**src/design/itd_pkg.sv**
```systemverilog
// ----------------------------------------------------------------------------
// itd_pkg: shared definitions for the radix digit converter
// Field widths, ASCII constants, radix clamping, digit encoding and the
// status bundle returned by the shared divider.
// ----------------------------------------------------------------------------
package itd_pkg;

  localparam int VALUE_W  = 64;
  localparam int RADIX_W  = 6;
  localparam int CHAR_W   = 7;
  localparam int COUNT_W  = 7;
  localparam int STEP_W   = 6;   // counts the VALUE_W quotient bits of one division
  localparam int S_DATA_W = 72;  // value + radix, padded to whole bytes
  localparam int M_DATA_W = 16;  // digit_char + digit_count, padded to whole bytes

  localparam logic [RADIX_W-1:0] RADIX_MIN  = 6'd2;
  localparam logic [RADIX_W-1:0] RADIX_MAX  = 6'd36;
  localparam logic [RADIX_W-1:0] DEC_BASE   = 6'd10;
  localparam logic [CHAR_W-1:0]  ASCII_ZERO = 7'h30;
  localparam logic [CHAR_W-1:0]  ASCII_A    = 7'h41;

  // Status of the shared divider, valid in the cycle that done is high.
  typedef struct packed {
    logic done;
    logic quo_zero;
  } itd_div_stat_t;

  // Bases below two act as two; bases above thirty-six act as thirty-six.
  function automatic logic [RADIX_W-1:0] clamp_radix(input logic [RADIX_W-1:0] r);
    logic [RADIX_W-1:0] res;
    res = r;
    if (r < RADIX_MIN) begin
      res = RADIX_MIN;
    end else if (r > RADIX_MAX) begin
      res = RADIX_MAX;
    end
    return res;
  endfunction

  function automatic logic [CHAR_W-1:0] digit_to_ascii(input logic [RADIX_W-1:0] d);
    logic [CHAR_W-1:0] res;
    if (d >= DEC_BASE) begin
      res = ASCII_A + CHAR_W'(d - DEC_BASE);
    end else begin
      res = ASCII_ZERO + CHAR_W'(d);
    end
    return res;
  endfunction

endpackage

```
**src/design/itd_div.sv**
```systemverilog
// ----------------------------------------------------------------------------
// itd_div: bit-serial restoring divider
// Divides a 64-bit dividend by a 6-bit divisor, one quotient bit per cycle.
// ----------------------------------------------------------------------------
module itd_div (
  input  logic                         clk,
  input  logic                         rst,
  input  logic                         start,
  input  logic [itd_pkg::VALUE_W-1:0]  dividend,
  input  logic [itd_pkg::RADIX_W-1:0]  divisor,
  output logic [itd_pkg::VALUE_W-1:0]  quotient,
  output logic [itd_pkg::RADIX_W-1:0]  remainder,
  output itd_pkg::itd_div_stat_t       stat
);
  import itd_pkg::*;

  logic [VALUE_W-1:0] quo;
  logic [RADIX_W-1:0] rem;
  logic [RADIX_W-1:0] dvs;
  logic [STEP_W-1:0]  step;
  logic               busy;
  logic               done;

  logic [RADIX_W:0]   trial;
  logic [RADIX_W:0]   diff;
  logic               fits;
  logic [RADIX_W-1:0] rem_next;

  // The partial remainder stays below the divisor, so trial is below twice it.
  always_comb begin
    trial    = {rem, quo[VALUE_W-1]};
    diff     = trial - {1'b0, dvs};
    fits     = (trial >= {1'b0, dvs});
    rem_next = fits ? diff[RADIX_W-1:0] : trial[RADIX_W-1:0];
  end

  always_ff @(posedge clk) begin
    if (rst) begin
      busy <= 1'b0;
      done <= 1'b0;
      step <= '0;
    end else begin
      done <= busy && (step == STEP_W'(VALUE_W - 1));
      if (start) begin
        busy <= 1'b1;
        step <= '0;
      end else if (busy) begin
        step <= step + 1'b1;
        if (step == STEP_W'(VALUE_W - 1)) begin
          busy <= 1'b0;
        end
      end
    end
  end

  always_ff @(posedge clk) begin
    if (start) begin
      quo <= dividend;
      rem <= '0;
      dvs <= divisor;
    end else if (busy) begin
      quo <= {quo[VALUE_W-2:0], fits};
      rem <= rem_next;
    end
  end

  assign quotient      = quo;
  assign remainder     = rem;
  assign stat.done     = done;
  assign stat.quo_zero = (quo == '0);

endmodule

```
**src/design/integer_to_radix_digits.sv**
```systemverilog
// ----------------------------------------------------------------------------
// integer_to_radix_digits: unsigned integer to ASCII digits in a chosen base
// Converts a 64-bit value to its digits in base 2..36, most significant first.
// ----------------------------------------------------------------------------
//
//  Channel  Dir  Beat contents
//  -------  ---  ---------------------------------------------------------
//  s_*      in   one number: value and radix
//  m_*      out  one ASCII digit; tlast on the least significant digit,
//                which also carries the digit count
//
// Each digit costs one pass of the bit-serial divider, after which the
// remainder is stored on the stack; each output beat is a stack read
// (ST_RD) followed by the beat itself (ST_OUT). Reset (rst, synchronous)
// returns the sequencer to idle and drops any item in progress. A stall on
// m_tready holds the current beat; s_tready is low from acceptance until
// the final beat has been taken.
module integer_to_radix_digits #(
  parameter int MAX_DIGITS = 64
) (
  input  logic                          clk,
  input  logic                          rst,
  input  logic                          s_tvalid,
  output logic                          s_tready,
  // s_tdata, from bit 0: value[63:0], radix[69:64], zero padding[71:70]
  input  logic [itd_pkg::S_DATA_W-1:0]  s_tdata,
  output logic                          m_tvalid,
  input  logic                          m_tready,
  // m_tdata, from bit 0: digit_char[6:0], digit_count[13:7], zero padding[15:14]
  output logic [itd_pkg::M_DATA_W-1:0]  m_tdata,
  output logic                          m_tlast
);
  import itd_pkg::*;

  localparam int IDX_W = (MAX_DIGITS > 1) ? $clog2(MAX_DIGITS) : 1;
  localparam int CNT_W = $clog2(MAX_DIGITS + 1);

  typedef enum logic [3:0] {
    ST_IDLE = 4'b0001,
    ST_DIV  = 4'b0010,
    ST_RD   = 4'b0100,
    ST_OUT  = 4'b1000
  } state_t;

  state_t             state;
  logic [CNT_W-1:0]   count;
  logic [IDX_W-1:0]   ptr;
  logic [RADIX_W-1:0] radix;
  logic [CHAR_W-1:0]  rd_char;

  // The digit stack: written least significant digit first, read back in
  // reverse order.
  logic [CHAR_W-1:0]  stack [MAX_DIGITS];

  logic               accept;
  logic               div_start;
  logic               more;
  logic [VALUE_W-1:0] div_dividend;
  logic [RADIX_W-1:0] div_divisor;
  logic [VALUE_W-1:0] div_quo;
  logic [RADIX_W-1:0] div_rem;
  itd_div_stat_t      div_stat;

  assign s_tready = (state == ST_IDLE);
  assign accept   = s_tvalid && s_tready;

  // Another division follows while the quotient is nonzero and the stack has
  // room. Zero goes through the loop once and yields the single digit '0'.
  assign more      = !div_stat.quo_zero && (count != CNT_W'(MAX_DIGITS - 1));
  assign div_start = accept || ((state == ST_DIV) && div_stat.done && more);

  assign div_dividend = accept ? s_tdata[VALUE_W-1:0] : div_quo;
  assign div_divisor  = accept ? clamp_radix(s_tdata[VALUE_W +: RADIX_W]) : radix;

  itd_div u_div (
    .clk       (clk),
    .rst       (rst),
    .start     (div_start),
    .dividend  (div_dividend),
    .divisor   (div_divisor),
    .quotient  (div_quo),
    .remainder (div_rem),
    .stat      (div_stat)
  );

  always_ff @(posedge clk) begin
    if (rst) begin
      state <= ST_IDLE;
      count <= '0;
      ptr   <= '0;
    end else begin
      unique case (state)
        ST_IDLE: begin
          if (accept) begin
            count <= '0;
            state <= ST_DIV;
          end
        end
        ST_DIV: begin
          if (div_stat.done) begin
            count <= count + 1'b1;
            if (!more) begin
              ptr   <= count[IDX_W-1:0];
              state <= ST_RD;
            end
          end
        end
        ST_RD: begin
          state <= ST_OUT;
        end
        ST_OUT: begin
          if (m_tready) begin
            if (ptr == '0) begin
              state <= ST_IDLE;
            end else begin
              ptr   <= ptr - 1'b1;
              state <= ST_RD;
            end
          end
        end
        default: begin
          state <= ST_IDLE;
        end
      endcase
    end
  end

  always_ff @(posedge clk) begin
    if (accept) begin
      radix <= clamp_radix(s_tdata[VALUE_W +: RADIX_W]);
    end
  end

  always_ff @(posedge clk) begin
    if ((state == ST_DIV) && div_stat.done) begin
      stack[count[IDX_W-1:0]] <= digit_to_ascii(div_rem);
    end
  end

  always_ff @(posedge clk) begin
    if (state == ST_RD) begin
      rd_char <= stack[ptr];
    end
  end

  assign m_tvalid = (state == ST_OUT);
  assign m_tlast  = (ptr == '0);
  assign m_tdata  = {{(M_DATA_W - CHAR_W - COUNT_W){1'b0}},
                     (m_tlast ? COUNT_W'(count) : COUNT_W'(0)),
                     rd_char};

  // The beat being shown always comes from a filled stack entry.
  a_ptr_in_range: assert property (@(posedge clk) disable iff (rst)
    m_tvalid |-> (CNT_W'(ptr) < count))
    else $error("output pointer beyond the filled part of the stack");

  // Input and output are never open together: one item at a time.
  a_one_item: assert property (@(posedge clk) disable iff (rst)
    !(s_tready && m_tvalid))
    else $error("input accepted while digits are still being sent");

  // The final beat reports a count between one and the stack depth.
  a_count_range: assert property (@(posedge clk) disable iff (rst)
    (m_tvalid && m_tlast) |-> ((count != '0) && (count <= CNT_W'(MAX_DIGITS))))
    else $error("digit count out of range on the final beat");

  // A division result only arrives while the sequencer is dividing.
  a_done_in_div: assert property (@(posedge clk) disable iff (rst)
    div_stat.done |-> (state == ST_DIV))
    else $error("divider finished outside the division phase");

endmodule

```
**config.mk**
```make
export PLATFORM = sky130hd
export DESIGN_NAME = integer_to_radix_digits
export DESIGN_NICKNAME = d
export VERILOG_FILES = /design/src/design/itd_pkg.sv /design/src/design/itd_div.sv /design/src/design/integer_to_radix_digits.sv
export SDC_FILE = /design/constraint.sdc
export NUM_CORES = 1
export LEC_CHECK = 0
export CORE_UTILIZATION = 57
export DETAILED_ROUTE_END_ITERATION = 8
export DONT_BUFFER_PORTS = 1
export GPL_TIMING_DRIVEN = 0
export PLACE_DENSITY_LB_ADDON = 0.3
export SLEW_MARGIN = 10
export SYNTH_ARGS = -nofsm -noshare
export SYNTH_HDL_FRONTEND = slang
export SYNTH_SLANG_ARGS = --single-unit
```
**constraint.sdc**
```tcl
create_clock -name clk -period 5.85 [get_ports clk]
set_input_delay 0.2925 -clock clk [delete_from_list [all_inputs] [get_ports clk]]
set_output_delay 0.2925 -clock clk [all_outputs]
set_load 0.02 [all_outputs]
```
# Word-level counts from Yosys, hierarchy flattened

Memories as Yosys holds them, arrays and structs flattened. A register that Yosys moved wholly into a read port is not among the register bits.
Index checks and enable logic that the tools add are counted.

Bits in registers: 107
Output and inout bits: 19
Word-level logic and storage cells: 80
Input port bits: 76
Bits in writable memories: 448
Memories kept: 1

Memory list:

| memory | depth | width | read ports | clocked after Yosys merged registers in | write ports | RTL line                      | source |
|---|---|---|---|---|---|---|---|
| stack  | 64    | 7     | 1          | 1                                       | 1           | integer_to_radix_digits.sv:53 | `logic [CHAR_W-1:0] stack [MAX_DIGITS];` |

Equality and inequality tests: 12
Add/sub/neg operators: 7
Reductions and logical operators: 17
Order comparisons: 4
Muxes and demuxes: 29

Operator list:

| cell                  | count |
|---|---|
| $mux W64              | 3 |
| $logic_not A64 Y1     | 1 |
| $mux W6               | 8 |
| $mux W7               | 5 |
| $mux W4               | 4 |
| $pmux W4 S4           | 1 |
| $pmux W7 S2           | 1 |
| $pmux W6 S2           | 1 |
| $add A6 B6 Y7 const A | 1 |
| $add A7 B1 Y7 const B | 1 |
| $add A7 B7 Y7 const A | 1 |
| $ge A7 B6 Y1          | 1 |
| $ne A7 B6 Y1 const B  | 1 |
| $sub A6 B4 Y7 const B | 1 |
| $add A6 B1 Y6 const B | 1 |
| $eq A6 B6 Y1 const B  | 1 |
| $ge A6 B4 Y1 const B  | 1 |
| $gt A6 B6 Y1 const B  | 1 |
| $logic_not A6 Y1      | 1 |
| $lt A6 B2 Y1 const B  | 1 |
| $ne A2 B1 Y1 const B  | 3 |
| $ne A2 B2 Y1 const B  | 3 |
| $reduce_bool A2 Y1    | 3 |
| $sub A6 B1 Y6 const B | 1 |
| other kinds (15)      | 23 |

# Longest topological paths before layout

Gate-level depths: netlist (run 1).

Word-level depth: 7
Depth in mapped cells: 12
Mapped depth without buffers: 9

# Hierarchy

Synthesis (run 1) repeated with hierarchy kept, for this count alone.

Cells, all modules: 1491
Area total of the unflattened synthesis: 23745.3 um^2

By module, submodules not included:

| module                  | instances | area each (um^2) | sequential area each (um^2) | cells each |
|---|---|---|---|---|
| integer_to_radix_digits | 1         | 19840.3          | 14123.5                     | 1218 |
| itd_div                 | 1         | 3905.0           | 2382.3                      | 273 |

# Least setup slack after synthesis (run 1)

No wires, ideal clock.

Path type: register to register
Start: register u_div.quo[39], in the netlist u_div.quotient[39]
End: register u_div.quo[0], in the netlist u_div.quotient[0] (enable)
Stages on the path, launching flop included: 6
Setup slack: -469 ps
Data required time: 5276 ps
Buffers on the path: 0
Period minus slack after synthesis: 6319 ps
Arrival: 5745 ps
Setup time: 574 ps
Cells stage by stage: edfxtp_1 -> nor4_1 -> nand4_1 -> nor4_2 -> nor3_1 -> o21ai_0

Cells in the longest elaborated chain, start to end: 7
Elaborated cells on any way between the ends: 8
Classes of those cells: eq/ne: 1; reduce/logical: 7

RTL lines:

| element                                                                    | RTL line                      | source |
|---|---|---|
| start: declaration                                                         | itd_div.sv:17                 | `logic [VALUE_W-1:0] quo;` |
| start signal: assignment                                                   | itd_div.sv:58                 | `quo <= dividend;` |
| start signal: assignment                                                   | itd_div.sv:62                 | `quo <= {quo[VALUE_W-2:0], fits};` |
| $logic_not A64 Y1 *                                                        | itd_div.sv:70                 | `assign stat.quo_zero = (quo == '0);` |
| $logic_not A1 Y1 *                                                         | integer_to_radix_digits.sv:69 | `assign more = !div_stat.quo_zero && (count != CNT_W'(MAX_DIGITS - 1));` |
| $logic_and A1 B1 Y1 *                                                      | integer_to_radix_digits.sv:69 |  |
| $logic_and A1 B1 Y1 *                                                      | integer_to_radix_digits.sv:70 | `assign div_start = accept \|\| ((state == ST_DIV) && div_stat.done && more);` |
| $logic_or A1 B1 Y1 *                                                       | integer_to_radix_digits.sv:70 |  |
| $ne A2 B2 Y1 (no source line) / $reduce_bool A2 Y1 (equally long branches) | --                            |  |
| $reduce_and A2 Y1 (no source line) *                                       | --                            |  |

Every way passes the cells marked *; elsewhere a longest branch is shown, timed or not.
A chain may end at the register's enable or synchronous reset.

# Worst setup path after layout (run 1)

Start: register ptr[1]
End: output port m_tdata[13] in the netlist's numbering

Cells in the longest elaborated chain, start to end: 2

RTL lines:

| element                  | RTL line                       | source |
|---|---|---|
| start: declaration       | integer_to_radix_digits.sv:47  | `logic [IDX_W-1:0] ptr;` |
| start signal: assignment | integer_to_radix_digits.sv:103 | `ptr <= count[IDX_W-1:0];` |
| start signal: assignment | integer_to_radix_digits.sv:116 | `ptr <= ptr - 1'b1;` |
| $logic_not A6 Y1         | integer_to_radix_digits.sv:147 | `assign m_tlast = (ptr == '0);` |
| via m_tlast              | integer_to_radix_digits.sv:31  | `output logic m_tlast` |
| $mux W7                  | integer_to_radix_digits.sv:149 | `(m_tlast ? COUNT_W'(count) : COUNT_W'(0)),` |
| end: declaration         | integer_to_radix_digits.sv:30  | `output logic [itd_pkg::M_DATA_W-1:0] m_tdata,` |

The timed path passes the listed nets, and every way through them passes these cells.

==> results of run 1 <==
-- critical path, stage by stage, from the launching register on --
cell	delay [ns]
dfxtp_1	0.32
clkbuf_1	0.31
buf_2	0.35
buf_1	0.62
inv_1	0.10
ha_1	0.24
nand2b_1	0.15
nor4_1	0.09
clkbuf_1	0.33
and2_1	0.37
-- area by class of cell --
type,instances,area [sq um],share of cell area [%]
flip-flops and latches,562,16500,62.5
multi-input cells,594,5900,22.3
repair buffers,94,1100,4.16
plain buffers,69,350,1.33
well taps,518,648,2.45
inverters,21,78.8,0.298
clock buffers,72,1500,5.68
clock inverters,32,348,1.32
-- routing by layer --
| layer | wire length [um] | track usage, % |
|---|---|---|
| met5 | 0 | 0 |
| met3 | 4730 | 4.68 |
| met1 | 19900 | 35.6 |
| met2 | 25200 | 42.4 |
| met4 | 1310 | 8.41 |
-- stage by stage --
step                setup WS (ns)  utilization (%)  instance area [sq um]  hold slack, ns
floorplan                    1.26                -                  22700           0.368
global placement           -0.301             60.0                  23400           0.378
detailed placement           2.43             61.1                  23900           0.379
CTS                          2.08             67.8                  26400          0.0453
global route                 1.96             67.8                  26400          0.0738
finish                       2.06             67.8                  26400          0.0690
-- cells by family after synthesis --
family | synth area share (%)
fa+ha+maj | 0.847
simple gates | 5.11
mux | 14.5
buf+inv | 1.89
flops | 72.6
xor+xnor | 0.693
compound gates | 4.31
other cells | 0.0165
-- state kept, by name, indices dropped and copies added (netlist names), 6 cells and up --
| name | count |
|---|---|
| stack | 448 |
| u_div.quotient | 64 |
| count | 7 |
| rd_char | 7 |
| ptr | 6 |
| radix | 6 |
| u_div.dvs | 6 |
| u_div.remainder | 6 |
| u_div.step | 6 |
-- power groups by stage --
stage / registers [uW] / clock network (uW) / logic, uW
after CTS: 5310 / 3630 / 1620
after floorplan: 5450 / 0 / 690
after global placement: 5580 / 0 / 1080
after detailed placement: 5390 / 0 / 1580
final: 5320 / 3610 / 1620
after global routing: 5320 / 3790 / 1740
-- cell usage in the layout, fill, tap and decap left out, types with 10 or more instances in the layout --
cell	Yosys	layout
mux2_2	59	59
a22oi_1	36	36
nor2_1	111	111
dfxtp_1	37	37
inv_1	20	20
and2_1	11	11
buf_2	15	15
ha_1	13	13
a21oi_1	22	21
o21ai_0	17	16
mux4_2	112	112
dlygate4sd3_1	0	73
buf_6	2	10
nand2_1	42	42
clkbuf_1	37	49
clkinv_2	0	11
a22o_1	17	17
nand4_1	11	11
edfxtp_1	525	525
clkbuf_16	0	56
a221oi_1	14	14
nor4_1	18	18
-- final timing paths --
path            start          end  slack [ns]  cells after the start
min          s_tvalid     radix[5]        0.07                      3
max reg2reg    ptr[1]   rd_char[6]        2.36                      8
max            ptr[1]  m_tdata[13]        2.06                      9
min reg2reg  radix[5]     radix[5]        0.47                      2
==> impl_metrics.toml, run 1 <==
[status]
status = "complete, no violations"

[timing]
relSlewSlack_pct = 35.3
slew_violations = 0
fin_skew_ns = 0.0230
hold_viol = 0
tns_ns = 0
finalSetupViolCount = 0
worstMarginPinSlew_ns = 0.967
rsz0062_at_grt = "no"
period_needed_ns = 3.79
period_share_pct = 64.7
max_freq_mhz = 264

[logic_synthesis]
synth_top_area_cell = "edfxtp_1"
netlist_area_sq_um = 22700
avgSynthCellArea_sq_um = 18.3
ys_types = 65
yosysSeqAreaShare_pct = 72.6
synth_top_area_share_pct = 69.3
ys_ff_latch = 562
synth.most_common_cell = "edfxtp_1"
synth_warnings = 0
async_reset_ff_share_pct = 0
synth_cells = 1245
ys_top_cells_by_area = "edfxtp_1, mux4_2, dfxtp_1"
yosys-top-cells-count = "edfxtp_1, mux4_2, nor2_1"
synth_edf_count = 525
synth_flop_cell = "edfxtp_1"

[floorplan]
fp.dieW_um = 202
rows = 72
die_h_um = 202
dieArea_sq_um = 40700
io_pins = 95
core_sq_um = 39000
initial_utilization_pct = 58.3

[clocking]
postCtsSetupBuffers = 0
insertion_delay_ns = 0.61
cts.sinks = 562
htree_levels = 2
clk_path_buf_depth = 3
hold_buffers = 73
cts_resized = 0
cts_tree = "done"
cts-root-buf = "clkbuf_16"
numCtsBuffers = 55
clk_pin_slew_ns = 0.06

[power_and_ir_drop]
powerDensity_nw_per_um2 = 399
seq_power_share_pct = 50.4
finalPower_uw = 10500
ir_drop_uv = 286
p_leak_uw = 0.00848
clockPowerShare_pct = 34.2
power.internal_uw = 7920
power_frac_comb_pct = 15.3
p_switching_uw = 2620
swShare_pct = 24.9

[global_routing]
grt_max_degree = 36
grt_use_total_pct = 25.9
grt_pass1_wl_mm = 77.4
grt_pass1_vias = 12558
overflow = 0
antenna_found_initial = 0

[placement]
gp_congestion = 0.942
placedCellCount = 1785
port_buffers = 0
dp_hpwl_mm = 32.9

[finish]
fin_nets = 1487
fillers = 2439
stdcell_count = 1962
layout-drive-gt1-share_pct = 22.4
insertedDiodeCount = 0
area_growth_pct = 16.2

[routing]
first_pass_iters = 6
drc_errors = 0
drt_iter0_drc = 1154
vias_per_cell = 6.27
via_count = 12308
wl_mm = 51.2
postRouteAntennaNets = 0
wire_per_inst_um = 26.1

[worst_setup_path]
startpoint_type = "flip-flop"
path_class = "reg2out"
worstPathMaxFanout = 10
worstPathRequired_ns = 5.56
worst-endpoint-arrival_ns = 3.49
endpoint_kind = "output port"

[hold_path]
hold_path.class = "in2reg"

[flow_run]
maxCapViolCount = 0
Note: power is estimated with default switching activity, not from simulation.
==> run 2, diff against run 1 <==
- CORE_UTILIZATION: 57 -> 63
- clock period: 5.85 -> 3.62 ns (I/O delays scaled with it)
==> run 2 against run 1 <==
Net effect: hold slack got worse by 0.0062 ns; via count grew 0.44%; clock power grew 47%; register-to-register slack lost 2.2 ns; combinational power rose by 64%; non-clock buffer count is 3 lower; largest power group unchanged; worst setup slack worse by 1.9 ns.
==> impl_metrics.toml, run 2 (synthesized netlist as in run 1, its figures left out) <==
[status]
status = "complete, no violations"

[worst_setup_path]
worstPathMaxFanout = 10
crit_chain = "clkbuf_1 -> clkbuf_1 -> clkbuf_1 -> mux4_2 -> a22oi_1 -> nand2_1 -> a22oi_1 -> o221ai_1"
r2r_start = "ptr[1]"
worstPathRequired_ns = 3.90
path_class = "reg2reg"
cp_slowest_cell = "clkbuf_1"
crit_path_frequent_cell = "clkbuf_1"
max_stage_delay_ns = 0.69
startpoint_type = "flip-flop"
endpoint_kind = "flip-flop"
worst-endpoint-arrival_ns = 3.78
crit_start = "ptr[1]"

[power_and_ir_drop]
p_leak_uw = 0.00838
powerDensity_nw_per_um2 = 632
ir_drop_uv = 488
finalPower_uw = 16500

[timing]
fin_skew_ns = 0.0249
finalSetupViolCount = 0
period_needed_ns = 3.49
slew_violations = 0
max_freq_mhz = 286
worstMarginPinSlew_ns = 0.997
relSlewSlack_pct = 33.3
period_share_pct = 96.5
hold_viol = 0
rsz0062_at_grt = "no"

[finish]
fin_nets = 1482
mostFrequentLayoutCell = "edfxtp_1"
largest_reg_flops = 448
final_cell_mix = "edfxtp_1, mux4_2, nor2_1"
insertedDiodeCount = 0
fillers = 2018
layout-drive-gt1-share_pct = 21.6
area_growth_pct = 15.1
fin_util_pct = 73.6

[placement]
port_buffers = 0
gp_congestion = 0.939
dp_hpwl_mm = 32.1

[hold_path]
hp-start = "s_tdata[68]"
hold_path.class = "in2reg"

[floorplan]
die_h_um = 192
initial_utilization_pct = 63.9
rows = 69
io_pins = 95
core_sq_um = 35600
fp.dieW_um = 192
dieArea_sq_um = 36900

[global_routing]
grt_max_degree = 36
grt_use_total_pct = 28.6
grt_pass1_wl_mm = 76.1
grt_pass1_vias = 12557
antenna_found_initial = 0
overflow = 0

[clocking]
cts.sinks = 562
clk_path_buf_depth = 3
insertion_delay_ns = 0.60
cts-root-buf = "clkbuf_16"
htree_levels = 2
cts_tree = "done"
clk_pin_slew_ns = 0.06
numCtsBuffers = 53

[flow_run]
maxCapViolCount = 0

[routing]
postRouteAntennaNets = 0
vias_per_cell = 6.54
via_count = 12362
drc_errors = 0
first_pass_iters = 6
drt_iter0_drc = 1452
wl_mm = 50.7
wire_per_inst_um = 26.9
## run 2: cell count changes in the layout (fill, tap and decap cells not counted), moves of 3 or more
cell and change:
buf_6 -7, clkbuf_8 -3, bufinv_16 -4, buf_16 +3
## run 2: final timing paths
check               endpoint  slack, ns  cells after the start
setup reg to reg  rd_char[6]       0.13                      8
setup / recovery  rd_char[6]       0.13                      8
hold / removal      radix[3]       0.06                      4
hold reg to reg     radix[1]       0.47                      2
## run 2: what timing repair did
item,CTS,global route
resized for setup,0,2
hold endpoints to repair,89,0
setup endpoints to repair,7,6
buffers inserted,0,0
hold buffers,75,0
pin swaps,0,0
gates cloned,0,0
## run 2: where the power goes
| part | internal (uW) | total, uW | switching, uW | leakage (uW) |
|---|---|---|---|---|
| Sequential | 8460 | 8600 | 140 | 0.00508 |
| Combinational | 965 | 2660 | 1690 | 0.00250 |
| Clock | 3000 | 5290 | 2290 | 0.000799 |
| Total | 12400 | 16500 | 4130 | 0.00838 |
## run 2: area by class of cell
class	count	area, sq um	area share, %
well taps	461	577	2.20
clock inverters	21	179	0.684
clock buffers	70	1440	5.51
plain buffers	68	348	1.33
flip-flops and latches	562	16500	63.1
inverters	21	78.8	0.301
multi-input cells	594	5920	22.6
repair buffers	92	1120	4.29
## run 2: routing by layer
| metal | routed length (um) | share of wire [%] | global-route usage, % | vias up |
|---|---|---|---|---|
| met3 | 4620 | 9.1 | 5.59 | 94 |
| met4 | 1130 | 2.2 | 8.75 | 0 |
| li1 | - | - | - | 5329 |
| met2 | 25200 | 50 | 46.3 | 644 |
| met1 | 19800 | 39 | 39.9 | 6295 |
| met5 | 0 | 0 | 0 | - |
## run 2: worst max-delay path: cells and delay by family (launching register included)
family,cells,cell delay (ns)
AO/OA/AOI/OAI,3,0.83
AND/OR/NAND/NOR,1,0.10
buffers and inverters,3,1.52
flip-flops,1,0.31
multiplexers,1,0.41
## run 2: per-stage QoR
stage               setup TNS [ns]  hold slack (ns)  instances  setup slack, ns  cell area, sq um
floorplan                   -0.550            0.257       1246         -0.00860             22800
global placement           -665.70            0.268       1707            -2.21             23300
detailed placement               0            0.269       1724            0.224             23800
CTS                              0          0.00354       1889            0.156             26200
global route                     0           0.0712       1889           0.0631             26200
finish                           0           0.0628       1889            0.128             26200
